[config.mk]
export PLATFORM = sky130hd
export DESIGN_NAME = byte_ring_fifo_bulk_flat
export DESIGN_NICKNAME = d
export VERILOG_FILES = /design/src/design/brf_pkg.sv /design/src/design/brf_ifs.sv /design/src/design/brf_ram.sv /design/src/design/brf_front.sv /design/src/design/brf_queue.sv /design/src/design/brf_back.sv /design/src/design/byte_ring_fifo_bulk.sv /design/src/flat_wrapper.sv
export VERILOG_INCLUDE_DIRS = /design/src /design/src/design
export SDC_FILE = /design/constraint.sdc
export NUM_CORES = 2
export LEC_CHECK = 0
export BUFFER_PORTS_ARGS = -buffer_cell sky130_fd_sc_hd__buf_2
export CELL_PAD_IN_SITES_DETAIL_PLACEMENT = 0
export CELL_PAD_IN_SITES_GLOBAL_PLACEMENT = 1
export CORE_MARGIN = 1
export CORE_UTILIZATION = 54
export DETAILED_ROUTE_END_ITERATION = 16
export PLACE_DENSITY = 0.89
export RECOVER_POWER = 25
export SLEW_MARGIN = 20
export SYNTH_ARGS = -nofsm -noshare
export SYNTH_HDL_FRONTEND = slang
export SYNTH_SLANG_ARGS = --single-unit
[constraint.sdc]
create_clock -name clk_i -period 5.04 [get_ports clk_i]
set_input_delay 0.252 -clock clk_i [delete_from_list [all_inputs] [get_ports clk_i]]
set_output_delay 0.252 -clock clk_i [all_outputs]
set_load 0.01 [all_outputs]
[src/design/assert_macros.svh]
// ----------------------------------------------------------------------------
// assert_macros.svh
// Concurrent assertion shorthands, clocked on clk_i and held off by rst_ni.
// ----------------------------------------------------------------------------
`ifndef ASSERT_MACROS_SVH
`define ASSERT_MACROS_SVH

`ifndef ASSERT_OFF

// Property must hold at every clock edge out of reset.
`define ASSERT_ALWAYS(lbl, prop, msg) \
  lbl: assert property (@(posedge clk_i) disable iff (!rst_ni) (prop)) else $error(msg);

// Consequent must hold in the same cycle as the antecedent.
`define ASSERT_IMPLIES(lbl, ante, cons, msg) \
  lbl: assert property (@(posedge clk_i) disable iff (!rst_ni) (ante) |-> (cons)) \
    else $error(msg);

`else

`define ASSERT_ALWAYS(lbl, prop, msg)
`define ASSERT_IMPLIES(lbl, ante, cons, msg)

`endif

`endif

[src/design/brf_pkg.sv]
// ----------------------------------------------------------------------------
// brf_pkg
// Sizes, codes and the command record shared by the byte ring FIFO modules.
// ----------------------------------------------------------------------------
`default_nettype none

package brf_pkg;

  // Store geometry; DEPTH must be a power of two (pointers wrap by truncation)
  localparam int unsigned DEPTH     = 256;
  localparam int unsigned MAX_BURST = 64;
  localparam int unsigned PTR_W     = $clog2(DEPTH);
  localparam int unsigned CNT_W     = $clog2(DEPTH + 1);

  // Payload field widths
  localparam int unsigned OP_W   = 2;
  localparam int unsigned BYTE_W = 8;
  localparam int unsigned REQ_W  = 7;

  // Compare width for count vs fill, and width of fill + free
  localparam int unsigned CMP_W = (CNT_W > REQ_W) ? CNT_W : REQ_W;
  localparam int unsigned SUM_W = CNT_W + 1;

  // Command queue between front and back
  localparam int unsigned QDEPTH = 4;
  localparam int unsigned QPTR_W = $clog2(QDEPTH);
  localparam int unsigned QCNT_W = $clog2(QDEPTH + 1);

  typedef enum logic [OP_W-1:0] {
    OP_PUSH = 2'd0,
    OP_POP  = 2'd1,
    OP_PEEK = 2'd2,
    OP_READ = 2'd3
  } brf_op_e;

  // What the back end does with a command
  typedef enum logic [1:0] {
    CMD_STATUS = 2'd0,  // single result, no store access
    CMD_PUSH   = 2'd1,  // write one byte, single result
    CMD_RUN    = 2'd2   // read done bytes from addr, one result per byte
  } brf_kind_e;

  typedef enum logic {
    BK_IDLE = 1'b0,
    BK_OUT  = 1'b1
  } brf_bk_state_e;

  typedef struct packed {
    brf_kind_e         kind;
    logic [BYTE_W-1:0] data;
    logic [PTR_W-1:0]  addr;
    logic [REQ_W-1:0]  done;
    logic [CNT_W-1:0]  fill;
    logic [CNT_W-1:0]  free;
  } brf_cmd_t;

endpackage

`default_nettype wire

[src/design/brf_ifs.sv]
// ----------------------------------------------------------------------------
// brf_ifs
// Valid/ready channels for request beats and result beats.
// ----------------------------------------------------------------------------
`default_nettype none

interface brf_in_if import brf_pkg::*; ();
  logic              valid;
  logic              ready;
  logic [OP_W-1:0]   op;
  logic [BYTE_W-1:0] push_byte;
  logic [REQ_W-1:0]  request_count;

  modport source (output valid, output op, output push_byte, output request_count,
                  input ready);
  modport sink   (input valid, input op, input push_byte, input request_count,
                  output ready);
endinterface

interface brf_out_if import brf_pkg::*; ();
  logic              valid;
  logic              ready;
  logic [BYTE_W-1:0] read_byte;
  logic              read_valid;
  logic [REQ_W-1:0]  done_count;
  logic [CNT_W-1:0]  fill_level;
  logic [CNT_W-1:0]  free_level;
  logic              run_last;

  modport source (output valid, output read_byte, output read_valid, output done_count,
                  output fill_level, output free_level, output run_last, input ready);
  modport sink   (input valid, input read_byte, input read_valid, input done_count,
                  input fill_level, input free_level, input run_last, output ready);
endinterface

`default_nettype wire

[src/design/brf_ram.sv]
// ----------------------------------------------------------------------------
// brf_ram
// Generic simple dual-port RAM: one write port, one read port, registered read.
// ----------------------------------------------------------------------------
`default_nettype none

module brf_ram #(
  parameter int unsigned WIDTH = 8,
  parameter int unsigned DEPTH = 256
) (
  input  logic                     clk_i,
  input  logic                     wr_en_i,
  input  logic [$clog2(DEPTH)-1:0] wr_addr_i,
  input  logic [WIDTH-1:0]         wr_data_i,
  input  logic                     rd_en_i,
  input  logic [$clog2(DEPTH)-1:0] rd_addr_i,
  output logic [WIDTH-1:0]         rd_data_o
);

  logic [WIDTH-1:0] mem_q [DEPTH];
  logic [WIDTH-1:0] rd_data_q;

  always_ff @(posedge clk_i) begin
    if (wr_en_i) begin
      mem_q[wr_addr_i] <= wr_data_i;
    end
    if (rd_en_i) begin
      rd_data_q <= mem_q[rd_addr_i];
    end
  end

  assign rd_data_o = rd_data_q;

endmodule

`default_nettype wire

[src/design/brf_front.sv]
// ----------------------------------------------------------------------------
// brf_front
// Request decode: owns head, tail and fill count, resolves each request to
// a command with its final levels, and hands it to the command queue.
// ----------------------------------------------------------------------------
`default_nettype none
`include "assert_macros.svh"

module brf_front import brf_pkg::*; (
  input  logic     clk_i,
  input  logic     rst_ni,
  brf_in_if.sink   in_i,
  output brf_cmd_t cmd_o,
  output logic     cmd_valid_o,
  input  logic     cmd_ready_i
);

  logic [PTR_W-1:0] head_q, head_d;
  logic [PTR_W-1:0] tail_q, tail_d;
  logic [CNT_W-1:0] held_q, held_d;

  brf_op_e          op;
  logic [REQ_W-1:0] req_sat;
  logic [REQ_W-1:0] take;
  logic             room;
  logic             accept;

  assign accept      = in_i.valid && in_i.ready;
  assign in_i.ready  = cmd_ready_i;
  assign cmd_valid_o = in_i.valid;

  always_comb begin
    op = brf_op_e'(in_i.op);

    if (in_i.request_count > REQ_W'(MAX_BURST)) begin
      req_sat = REQ_W'(MAX_BURST);
    end else begin
      req_sat = in_i.request_count;
    end

    // bytes actually moved: burst limit, then what is held
    if (CMP_W'(req_sat) < CMP_W'(held_q)) begin
      take = req_sat;
    end else begin
      take = REQ_W'(held_q);
    end

    room = held_q < CNT_W'(DEPTH);

    head_d     = head_q;
    tail_d     = tail_q;
    held_d     = held_q;
    cmd_o.kind = CMD_STATUS;
    cmd_o.data = in_i.push_byte;
    cmd_o.addr = head_q;
    cmd_o.done = take;

    unique case (op)
      OP_PUSH: begin
        if (room) begin
          cmd_o.kind = CMD_PUSH;
          cmd_o.addr = tail_q;
          cmd_o.done = REQ_W'(1);
          tail_d     = tail_q + PTR_W'(1);
          held_d     = held_q + CNT_W'(1);
        end else begin
          cmd_o.done = '0;
        end
      end
      OP_POP: begin
        head_d = head_q + PTR_W'(take);
        held_d = held_q - CNT_W'(take);
      end
      OP_PEEK: begin
        if (take != '0) begin
          cmd_o.kind = CMD_RUN;
        end
      end
      OP_READ: begin
        head_d = head_q + PTR_W'(take);
        held_d = held_q - CNT_W'(take);
        if (take != '0) begin
          cmd_o.kind = CMD_RUN;
        end
      end
      default: begin
        cmd_o.kind = CMD_STATUS;
      end
    endcase

    cmd_o.fill = held_d;
    cmd_o.free = CNT_W'(DEPTH) - held_d;
  end

  always_ff @(posedge clk_i or negedge rst_ni) begin
    if (!rst_ni) begin
      head_q <= '0;
      tail_q <= '0;
      held_q <= '0;
    end else if (accept) begin
      head_q <= head_d;
      tail_q <= tail_d;
      held_q <= held_d;
    end
  end

  `ASSERT_ALWAYS(held_in_range, held_q <= CNT_W'(DEPTH), "fill count above depth")
  `ASSERT_ALWAYS(ptr_gap_matches, tail_q == (head_q + PTR_W'(held_q)), "tail-head gap != fill")

endmodule

`default_nettype wire

[src/design/brf_queue.sv]
// ----------------------------------------------------------------------------
// brf_queue
// Short command FIFO that decouples request decode from result delivery.
// ----------------------------------------------------------------------------
`default_nettype none

module brf_queue import brf_pkg::*; (
  input  logic     clk_i,
  input  logic     rst_ni,
  input  brf_cmd_t cmd_i,
  input  logic     cmd_valid_i,
  output logic     cmd_ready_o,
  output brf_cmd_t cmd_o,
  output logic     cmd_valid_o,
  input  logic     cmd_ready_i
);

  brf_cmd_t          slot_q [QDEPTH];
  logic [QPTR_W-1:0] wptr_q, wptr_d;
  logic [QPTR_W-1:0] rptr_q, rptr_d;
  logic [QCNT_W-1:0] cnt_q, cnt_d;
  logic              push;
  logic              pop;

  assign cmd_ready_o = cnt_q != QCNT_W'(QDEPTH);
  assign cmd_valid_o = cnt_q != '0;
  assign cmd_o       = slot_q[rptr_q];
  assign push        = cmd_valid_i && cmd_ready_o;
  assign pop         = cmd_valid_o && cmd_ready_i;

  always_comb begin
    wptr_d = push ? wptr_q + QPTR_W'(1) : wptr_q;
    rptr_d = pop ? rptr_q + QPTR_W'(1) : rptr_q;
    cnt_d  = cnt_q + QCNT_W'(push) - QCNT_W'(pop);
  end

  always_ff @(posedge clk_i or negedge rst_ni) begin
    if (!rst_ni) begin
      wptr_q <= '0;
      rptr_q <= '0;
      cnt_q  <= '0;
    end else begin
      wptr_q <= wptr_d;
      rptr_q <= rptr_d;
      cnt_q  <= cnt_d;
    end
  end

  always_ff @(posedge clk_i) begin
    if (push) begin
      slot_q[wptr_q] <= cmd_i;
    end
  end

endmodule

`default_nettype wire

[src/design/brf_back.sv]
// ----------------------------------------------------------------------------
// brf_back
// Command execution: writes pushed bytes into the store, streams read runs
// one byte per beat, and drives the result channel.
// ----------------------------------------------------------------------------
`default_nettype none
`include "assert_macros.svh"

module brf_back import brf_pkg::*; (
  input  logic      clk_i,
  input  logic      rst_ni,
  input  brf_cmd_t  cmd_i,
  input  logic      cmd_valid_i,
  output logic      cmd_ready_o,
  brf_out_if.source out_o
);

  brf_bk_state_e     state_q, state_d;
  brf_cmd_t          cur_q;
  logic [REQ_W-1:0]  rem_q;
  logic [PTR_W-1:0]  addr_q;

  logic              fire;
  logic              last;
  logic              load;
  logic              is_run;

  logic              wr_en;
  logic              rd_en;
  logic [PTR_W-1:0]  rd_addr;
  logic [BYTE_W-1:0] rd_data;
  logic [SUM_W-1:0]  lvl_sum;

  assign is_run = cur_q.kind == CMD_RUN;
  assign last   = !is_run || (rem_q == REQ_W'(1));
  assign fire   = out_o.valid && out_o.ready;
  // next command is taken when idle or as the final beat of the current one leaves
  assign load   = cmd_valid_i && ((state_q == BK_IDLE) || (fire && last));
  assign cmd_ready_o = load;

  // next state
  always_comb begin
    state_d = state_q;
    unique case (state_q)
      BK_IDLE: begin
        if (load) begin
          state_d = BK_OUT;
        end
      end
      BK_OUT: begin
        if (fire && last && !load) begin
          state_d = BK_IDLE;
        end
      end
      default: state_d = BK_IDLE;
    endcase
  end

  // outputs and store control
  always_comb begin
    out_o.valid      = state_q == BK_OUT;
    out_o.read_valid = is_run;
    out_o.read_byte  = is_run ? rd_data : '0;
    out_o.done_count = cur_q.done;
    out_o.fill_level = cur_q.fill;
    out_o.free_level = cur_q.free;
    out_o.run_last   = last;

    wr_en   = load && (cmd_i.kind == CMD_PUSH);
    // fire && !last never coincides with load
    rd_en   = (load && (cmd_i.kind == CMD_RUN)) || (fire && !last);
    rd_addr = load ? cmd_i.addr : addr_q;
  end

  always_ff @(posedge clk_i or negedge rst_ni) begin
    if (!rst_ni) begin
      state_q <= BK_IDLE;
    end else begin
      state_q <= state_d;
    end
  end

  always_ff @(posedge clk_i) begin
    if (load) begin
      cur_q  <= cmd_i;
      rem_q  <= cmd_i.done;
      addr_q <= cmd_i.addr + PTR_W'(1);
    end else if (fire && !last) begin
      rem_q  <= rem_q - REQ_W'(1);
      addr_q <= addr_q + PTR_W'(1);
    end
  end

  brf_ram #(
    .WIDTH (BYTE_W),
    .DEPTH (DEPTH)
  ) u_store (
    .clk_i     (clk_i),
    .wr_en_i   (wr_en),
    .wr_addr_i (cmd_i.addr),
    .wr_data_i (cmd_i.data),
    .rd_en_i   (rd_en),
    .rd_addr_i (rd_addr),
    .rd_data_o (rd_data)
  );

  assign lvl_sum = SUM_W'(cur_q.fill) + SUM_W'(cur_q.free);

  `ASSERT_IMPLIES(run_has_bytes, (state_q == BK_OUT) && is_run, rem_q != '0, "empty run beat")
  `ASSERT_IMPLIES(levels_add_up, out_o.valid, lvl_sum == SUM_W'(DEPTH), "fill + free != depth")

endmodule

`default_nettype wire

[src/design/byte_ring_fifo_bulk.sv]
// ----------------------------------------------------------------------------
// byte_ring_fifo_bulk
// Circular byte FIFO with push, pop, peek and read-and-pop requests.
// ----------------------------------------------------------------------------
//   channel  dir  handshake      beat
//   in_i     in   valid/ready    op, push_byte, request_count
//   out_o    out  valid/ready    read_byte, read_valid, done_count,
//                                fill_level, free_level, run_last
//
// Push, pop and empty runs give one result beat each; a read run of n bytes
// gives n beats, one per cycle while out_o is ready, set by the single read
// port of the store. Sustained rate is one request per cycle for single-beat
// requests while out_o is ready; requests pass a queue slot, then cur_q.
// A four-entry command queue lets requests keep coming while results stall.
// Reset clears pointers and counts at once; no clearing pass of the store.
// ----------------------------------------------------------------------------
`default_nettype none

module byte_ring_fifo_bulk import brf_pkg::*; (
  input  logic      clk_i,
  input  logic      rst_ni,
  brf_in_if.sink    in_i,
  brf_out_if.source out_o
);

  brf_cmd_t front_cmd;
  logic     front_valid;
  logic     front_ready;
  brf_cmd_t back_cmd;
  logic     back_valid;
  logic     back_ready;

  brf_front u_front (
    .clk_i       (clk_i),
    .rst_ni      (rst_ni),
    .in_i        (in_i),
    .cmd_o       (front_cmd),
    .cmd_valid_o (front_valid),
    .cmd_ready_i (front_ready)
  );

  brf_queue u_queue (
    .clk_i       (clk_i),
    .rst_ni      (rst_ni),
    .cmd_i       (front_cmd),
    .cmd_valid_i (front_valid),
    .cmd_ready_o (front_ready),
    .cmd_o       (back_cmd),
    .cmd_valid_o (back_valid),
    .cmd_ready_i (back_ready)
  );

  brf_back u_back (
    .clk_i       (clk_i),
    .rst_ni      (rst_ni),
    .cmd_i       (back_cmd),
    .cmd_valid_i (back_valid),
    .cmd_ready_o (back_ready),
    .out_o       (out_o)
  );

endmodule

`default_nettype wire

[src/flat_wrapper.sv]
// flat-port wrapper written by rule: the top's interface ports become plain ports
module byte_ring_fifo_bulk_flat import brf_pkg::*;
  (clk_i, rst_ni, in_i_valid, in_i_op, in_i_push_byte, in_i_request_count, in_i_ready, out_o_valid, out_o_read_byte, out_o_read_valid, out_o_done_count, out_o_fill_level, out_o_free_level, out_o_run_last, out_o_ready);
  brf_in_if in_i_i ();
  brf_out_if out_o_i ();
  input  logic clk_i;
  input  logic rst_ni;
  input wire logic [$bits(in_i_i.valid)-1:0] in_i_valid;
  input wire logic [$bits(in_i_i.op)-1:0] in_i_op;
  input wire logic [$bits(in_i_i.push_byte)-1:0] in_i_push_byte;
  input wire logic [$bits(in_i_i.request_count)-1:0] in_i_request_count;
  output wire logic [$bits(in_i_i.ready)-1:0] in_i_ready;
  output wire logic [$bits(out_o_i.valid)-1:0] out_o_valid;
  output wire logic [$bits(out_o_i.read_byte)-1:0] out_o_read_byte;
  output wire logic [$bits(out_o_i.read_valid)-1:0] out_o_read_valid;
  output wire logic [$bits(out_o_i.done_count)-1:0] out_o_done_count;
  output wire logic [$bits(out_o_i.fill_level)-1:0] out_o_fill_level;
  output wire logic [$bits(out_o_i.free_level)-1:0] out_o_free_level;
  output wire logic [$bits(out_o_i.run_last)-1:0] out_o_run_last;
  input wire logic [$bits(out_o_i.ready)-1:0] out_o_ready;
  assign in_i_i.valid = in_i_valid;
  assign in_i_i.op = in_i_op;
  assign in_i_i.push_byte = in_i_push_byte;
  assign in_i_i.request_count = in_i_request_count;
  assign in_i_ready = in_i_i.ready;
  assign out_o_valid = out_o_i.valid;
  assign out_o_read_byte = out_o_i.read_byte;
  assign out_o_read_valid = out_o_i.read_valid;
  assign out_o_done_count = out_o_i.done_count;
  assign out_o_fill_level = out_o_i.fill_level;
  assign out_o_free_level = out_o_i.free_level;
  assign out_o_run_last = out_o_i.run_last;
  assign out_o_i.ready = out_o_ready;
  byte_ring_fifo_bulk u_core (.clk_i(clk_i), .rst_ni(rst_ni), .in_i(in_i_i), .out_o(out_o_i));
endmodule
Yosys cells after proc, flatten, opt, wreduce, memory -nomap -nowiden
Memory sizes are Yosys's and may differ from the RTL's. A register that Yosys moved wholly into a read port is not among the register bits.
Index checks and enable logic that the tools add are counted.
{"block": "totals", "reg_bits": 75, "ramBits": 2220, "word_cells": 85, "n_memories": 2, "input_bits": 21, "output_inout_bits": 37}
{"block": "classes", "bitwise": 1, "addsub": 12, "muxes": 23, "n_reduce_logical": 23, "order_cmp": 3, "eq_ne": 8}
{"name": "u_core.u_back.u_store.mem_q", "words": 256, "width": 8, "read_ports": 1, "rd_clocked_by_memory_dff": 1, "wr": 1, "line": "brf_ram.sv:20", "source": "logic [WIDTH-1:0] mem_q [DEPTH];"}
{"name": "u_core.u_queue.slot_q", "words": 4, "width": 43, "read_ports": 1, "rd_clocked_by_memory_dff": 0, "wr": 1, "line": "brf_queue.sv:18", "source": "brf_cmd_t slot_q [QDEPTH];"}
{"cell": "$mux W8", "count": 5}
{"cell": "$mux W7", "count": 4}
{"cell": "$add A8 B1 Y8 const B", "count": 3}
{"cell": "$pmux W9 S2", "count": 1}
{"cell": "$mux W15", "count": 1}
{"cell": "$add A9 B1 Y9 const B", "count": 1}
{"cell": "$logic_and A1 B1 Y1", "count": 9}
{"cell": "$lt A7 B9 Y1", "count": 1}
{"cell": "$lt A9 B9 Y1 const B", "count": 1}
{"cell": "$mux W9", "count": 1}
{"cell": "$sub A9 B7 Y9", "count": 1}
{"cell": "$sub A9 B9 Y9 const A", "count": 1}
{"cell": "$add A8 B7 Y8", "count": 1}
{"cell": "$eq A2 B2 Y1 const B", "count": 4}
{"cell": "$mux W1", "count": 8}
{"cell": "$eq A7 B1 Y1 const B", "count": 1}
{"cell": "$gt A7 B7 Y1 const B", "count": 1}
{"cell": "$reduce_bool A7 Y1", "count": 1}
{"cell": "$sub A7 B1 Y7 const B", "count": 1}
{"cell": "$add A2 B1 Y2 const B", "count": 2}
{"cell": "$eq A2 B1 Y1 const B", "count": 2}
{"cell": "$pmux W2 S2", "count": 1}
{"cell": "$reduce_or A2 Y1", "count": 2}
{"cell": "$add A3 B1 Y3", "count": 1}
{"cell": "other kinds (12)", "count": 16}

Depth between registers and ports, before layout
{"block": "depth", "depth_word": 10, "ltp_mapped": 22, "ltp_nobuf": 22}

By module
Synthesis repeated with hierarchy kept, for this count alone.
{"block": "unflattened", "hier_cells": 4460, "hier_area_um2": 91228.7}
{"module": "brf_ram", "cells_each": 3733, "instances": 1, "seq_area_each_um2": 61739.2, "area_per_inst_um2": 79636.4}
{"module": "brf_queue", "cells_each": 266, "instances": 1, "seq_area_each_um2": 5340.1, "area_per_inst_um2": 6734.0}
{"module": "brf_front", "cells_each": 289, "instances": 1, "seq_area_each_um2": 625.6, "area_per_inst_um2": 2597.5}
{"module": "brf_back", "cells_each": 172, "instances": 1, "seq_area_each_um2": 1286.2, "area_per_inst_um2": 2260.9}

Least setup slack after synthesis
Ideal clock, no wire load.
{"block": "synth_timing", "path_kind": "flip-flop to flip-flop", "startpoint": "register u_core.u_queue.rptr_q[0]", "endpoint": "memory u_core.u_back.u_store.mem_q[0][0], data pin", "required_time_ps": 4489, "setup_ps": 551, "slack_ps": 421, "path_buffers": 4, "path_stages_with_launch": 6, "period_less_slack_ps": 4619, "t_arrival_ps": 4068, "cell_sequence": "dfrtp_1 > buf_4 > buf_1 > clkbuf_1 > buf_1 > mux4_2"}
{"item": "start: declaration", "line": "brf_queue.sv:20", "source": "logic [QPTR_W-1:0] rptr_q, rptr_d;"}
{"item": "start signal: assignment", "line": "brf_queue.sv:44", "source": "rptr_q <= rptr_d;"}
{"item": "end: declaration", "line": "brf_ram.sv:20"}

Worst setup path after layout
{"block": "layout_timing", "startpoint": "register u_core.u_back.rem_q[0]", "endpoint": "register u_core.u_back.u_store.rd_data_q[2], in the netlist u_core.u_back.u_store.rd_data_o[2], read port of u_core.u_back.u_store.mem_q, data pin"}
{"block": "layout_via", "elab_chain_len": 7, "word_cells_on_any_way": 10, "cone_classes": "eq/ne (1); mux (1); reduce/logical (8)"}
{"item": "start: declaration", "line": "brf_back.sv:20", "source": "logic [REQ_W-1:0] rem_q;"}
{"item": "start signal: assignment", "line": "brf_back.sv:86", "source": "rem_q <= cmd_i.done;"}
{"item": "start signal: assignment", "line": "brf_back.sv:89", "source": "rem_q <= rem_q - REQ_W'(1);"}
{"item": "$eq A7 B1 Y1 (*)", "line": "brf_back.sv:35", "source": "assign last = !is_run || (rem_q == REQ_W'(1));"}
{"item": "$logic_or A1 B1 Y1 (*)", "line": "brf_back.sv:35"}
{"item": "$logic_and A1 B1 Y1", "line": "brf_back.sv:38", "source": "assign load = cmd_valid_i && ((state_q == BK_IDLE) || (fire && last));"}
{"item": "$logic_or A1 B1 Y1", "line": "brf_back.sv:38"}
{"item": "$logic_and A1 B1 Y1", "line": "brf_back.sv:38"}
{"item": "$logic_and A1 B1 Y1", "line": "brf_back.sv:71", "source": "rd_en = (load && (cmd_i.kind == CMD_RUN)) || (fire && !last);"}
{"item": "$logic_or A1 B1 Y1", "line": "brf_back.sv:71"}
{"item": "end: declaration", "line": "brf_ram.sv:21", "source": "logic [WIDTH-1:0] rd_data_q;"}
Mark *: on every way between the ends. The rest lies on a longest branch, timed or not.
A chain may end at the register's enable or synchronous reset.

==> reports/metrics.yaml <==
cts:
  clock_path_buffers: 3
  cts_tree: "yes"
  insertion_delay_ns: 0.87
  cts_root_buf: "clkbuf_16"
  htree_levels: 4
  clk_pin_slew_worst_paths_ns: 0.07
  clock-sinks: 2298
  numCtsBuffers: 214
hold_path:
  min_path_cells: 4
  min_from: "in_i_op[0]"
  hp-class: "in2reg"
  holdPathEnd: "u_core.u_queue.slot_q[2][13]"
pwr:
  power.leakage_uw: 0.03505
  ir_drop_v: 0.0005861
  p_per_area_nw_per_um2: 745.4
floorplanning:
  floorplan.initialDensity: 0.5444
  die_x_um: 415.3
  dieArea_um2: 172500
  fp.dieH_um: 415.3
  core-area_um2: 169500
  ioPinCount: 58
  rows: 151
final_layout:
  drive_gt1_frac: 0.1706
  syn2layout_area_growth_pct: 13.91
  n_fill_cell: 11490
  multiInputGateArea_um2: 21500
  seq_area_um2: 68840
  finalNetCount: 6304
  fin_area_um2: 105100
  final_util: 0.6201
  final-instance-count-excl-fill: 8659
timing:
  slew-limit-headroom: -0.6189
  skew_ns: 0.07705
  fin_crit_sh: 0.9882
  rsz0062_at_grt: "true"
  setup_violations: 0
  period_minus_slack_ns: 4.980
  worstMarginPinSlew_ns: 2.428
  fmax_mhz: 200.8
  fin_setup_tns_ns: 0
  hold_viol_final: 0
  slew_viol_final: 768
placement:
  placed_cells: 8228
  numPortBuffers: 57
  place_area_um2: 97860
  place.detailed.hpwl_mm: 167.9
  gp_congestion: 0.9600
route:
  drc: 0
  drt_iter0_markers: 10740
  dr.pass1.iters: 9
  ant_nets: 0
  drt-total-wl_mm: 279.0
  post_drt_wl_per_cell_um: 32.22
  num_vias: 58960
  vias_per_cell: 6.809
yosys:
  ys_types: 81
  synth_top_area_frac: 0.7373
  ys_seq_area_frac: 0.7462
  synth_xor_area_frac: 0.004367
  syn_inst: 5874
  synth.area.top_cells: "edfxtp_1 74%, mux4_2 4.8%, nand2_1 3.5%"
  synth_async_sr_flop_share: 0.01436
  synth_top_family_by_area: "simple AND/OR/NAND/NOR gates"
  netlist.top_cell.by_area: "edfxtp_1"
  synth_edf_count: 2265
  ys_warn_count: 0
  synth-compound-area-share: 0.07640
  ys_seq_elements: 2298
  synth_fa_ha_area_frac: 0.005127
  yosys-top-cells-count: "2265 x edfxtp_1, 871 x nand2_1, 299 x nor2_1"
  synth_ff_type: "edfxtp_1"
  synth.area.mux_share: 0.06178
  synth_fp_nets: 5931
  synth_area_um2: 92250
  synth_simple_gate_area_frac: 0.08284
  synth_area_per_cell_um2: 15.71
  synth_most_common_cell: "edfxtp_1"
run_status:
  status: "complete, but fails checks"
  violations: "max-capacitance violations, max-slew violations"
critical_path:
  critical_path_required_ns: 5.67
  r2r_setup_slack_ns: 0.06
  critPathLaunchType: "flop"
  r2r-end: "u_core.u_back.u_store.rd_data_o[2]"
  crit_path_max_fanout: 24
  critPathCaptureType: "flop"
  reg2reg_depth: 14
  critPathKind: "reg2reg"
  reg2reg_from: "u_core.u_back.rem_q[0]"
  worst_ep_arrival_time_ns: 5.61
global_routing:
  grt_max_degree: 147
  grt_pass1_vias: 56800
  antenna_found_initial: 12
  busiest_layer: "met2"
  overflow: 0
  grt_usage: 0.3173
  use_met1: 0.4276
  met3_usage: 0.09063
  grt_pass1_wl_mm: 395.7
  use_met2: 0.4744
run:
  cap_violations: 12
[sequential cells by signal, summed over array words and instances (netlist names)]
| signal | count |
|---|---|
| u_core.u_back.u_store.mem_q | 2048 |
| u_core.u_queue.slot_q | 168 |
| u_core.u_back.out_o.fill_level | 9 |
| u_core.u_front.held_q | 9 |
| u_core.u_back.addr_q | 8 |
| u_core.u_back.out_o.free_level | 8 |
| u_core.u_back.u_store.rd_data_o | 8 |
| u_core.u_front.head_q | 8 |
| u_core.u_front.tail_q | 8 |
| u_core.u_back.out_o.done_count | 7 |
| u_core.u_back.rem_q | 7 |
| u_core.u_queue.cnt_q | 3 |
| u_core.u_back.cur_q | 2 |
| u_core.u_queue.rptr_q | 2 |
| u_core.u_queue.wptr_q | 2 |
| u_core.u_back.out_o.valid | 1 |
[logic make-up (layout without fill, tap and decap cells)]
logic type / after synthesis / in the layout
and+or+nand+nor: 1705 / 1705
buffers and inverters: 465 / 1023
AOI/OAI and AO/OA: 1002 / 1002
adders and majority gates: 36 / 36
other: 0 / 9
xor gates and xnor gates: 46 / 46
DFF: 2298 / 2298
muxes: 322 / 322
[worst max-delay path, cell delays in order, from the launching register on]
cell and delay, ns:
edfxtp_1 0.44, ha_1 0.24, nor4b_4 0.14, a221o_1 0.37, buf_6 0.21, and3_1 0.29
nor2_4 0.26, clkinv_8 0.30, buf_4 0.34, a211oi_1 0.25, a311oi_1 0.10, or4_1 0.58
o211ai_1 0.80, a221oi_1 0.19, a31o_1 0.24
[repair_timing]
item | 4_1_cts | 5_1_grt
pin swaps | 0 | 4
setup buffers | 0 | 7
hold endpoints to repair | 86 | 0
cloned | 0 | 3
resized for setup | 5 | 12
hold buffers | 11 | 0
setup endpoints to repair | 2 | 22
[cells in the final DEF, fill, tap and decap left out, types with 113 or more instances in the layout]
master,synthesis,layout
a211oi_1,225,224
a21oi_1,202,202
and3_1,229,229
buf_4,53,457
clkbuf_16,0,215
edfxtp_1,2265,2265
mux2i_1,116,113
mux4_2,197,196
nand2_1,871,870
nand3_1,173,171
nor2_1,299,290
[final cells by class]
| type | instances | share of cell area |
|---|---|---|
| Timing Repair inverter | 3 | 0.0002977 |
| Clock buffer | 261 | 0.05332 |
| Multi-Input combinational cell | 3111 | 0.2046 |
| Tap cell | 2218 | 0.02641 |
| Clock inverter | 140 | 0.01434 |
| Inverter | 41 | 0.001834 |
| Timing Repair Buffer | 578 | 0.04385 |
| Antenna cell | 9 | 0.0002143 |
| Sequential cell | 2298 | 0.6551 |
[through the flow]
step                setup WS [ns]  power [uW]  hold slack (ns)
global route             -0.01841       79790           0.1383
detailed placement        -0.1684       60260           0.4128
global placement          -0.1727       59420           0.4120
finish                    0.05956       78330           0.1115
floorplan                  0.4205       45290         -0.04359
CTS                       0.02109       76670          0.03175
[worst max path at each step]
| stage | start | end | slack, ns | cells past startpoint |
|---|---|---|---|---|
| 6_report | u_core.u_back.rem_q[0] | u_core.u_back.u_store.rd_data_o[2] | 0.06 | 14 |
| 5_1_grt | u_core.u_front.held_q[1] | u_core.u_queue.slot_q[1][6] | -0.02 | 22 |
| 4_1_cts | u_core.u_back.rem_q[1] | u_core.u_back.u_store.rd_data_o[7] | 0.02 | 15 |
| 3_5_place_dp | u_core.u_back.rem_q[1] | u_core.u_back.u_store.rd_data_o[7] | -0.17 | 14 |
| 3_3_place_gp | u_core.u_back.rem_q[1] | u_core.u_back.u_store.rd_data_o[7] | -0.17 | 14 |
| 2_1_floorplan | u_core.u_queue.rptr_q[0] | u_core.u_back.u_store.mem_q[0][0] | 0.42 | 5 |
[routing by layer]
metal / wire length [um] / part of all wire
met5: 107 / 0.00038
met4: 16110 / 0.058
met2: 125300 / 0.45
met1: 96300 / 0.35
met3: 41110 / 0.15
[power breakdown]
group	leakage [uW]	internal [uW]	total (uW)	switching [uW]
logic	0.0108	10300	35700	25300
registers	0.0208	25800	26200	444
clock network	0.00346	9220	16400	7200
(Power assumes the default switching activity.)
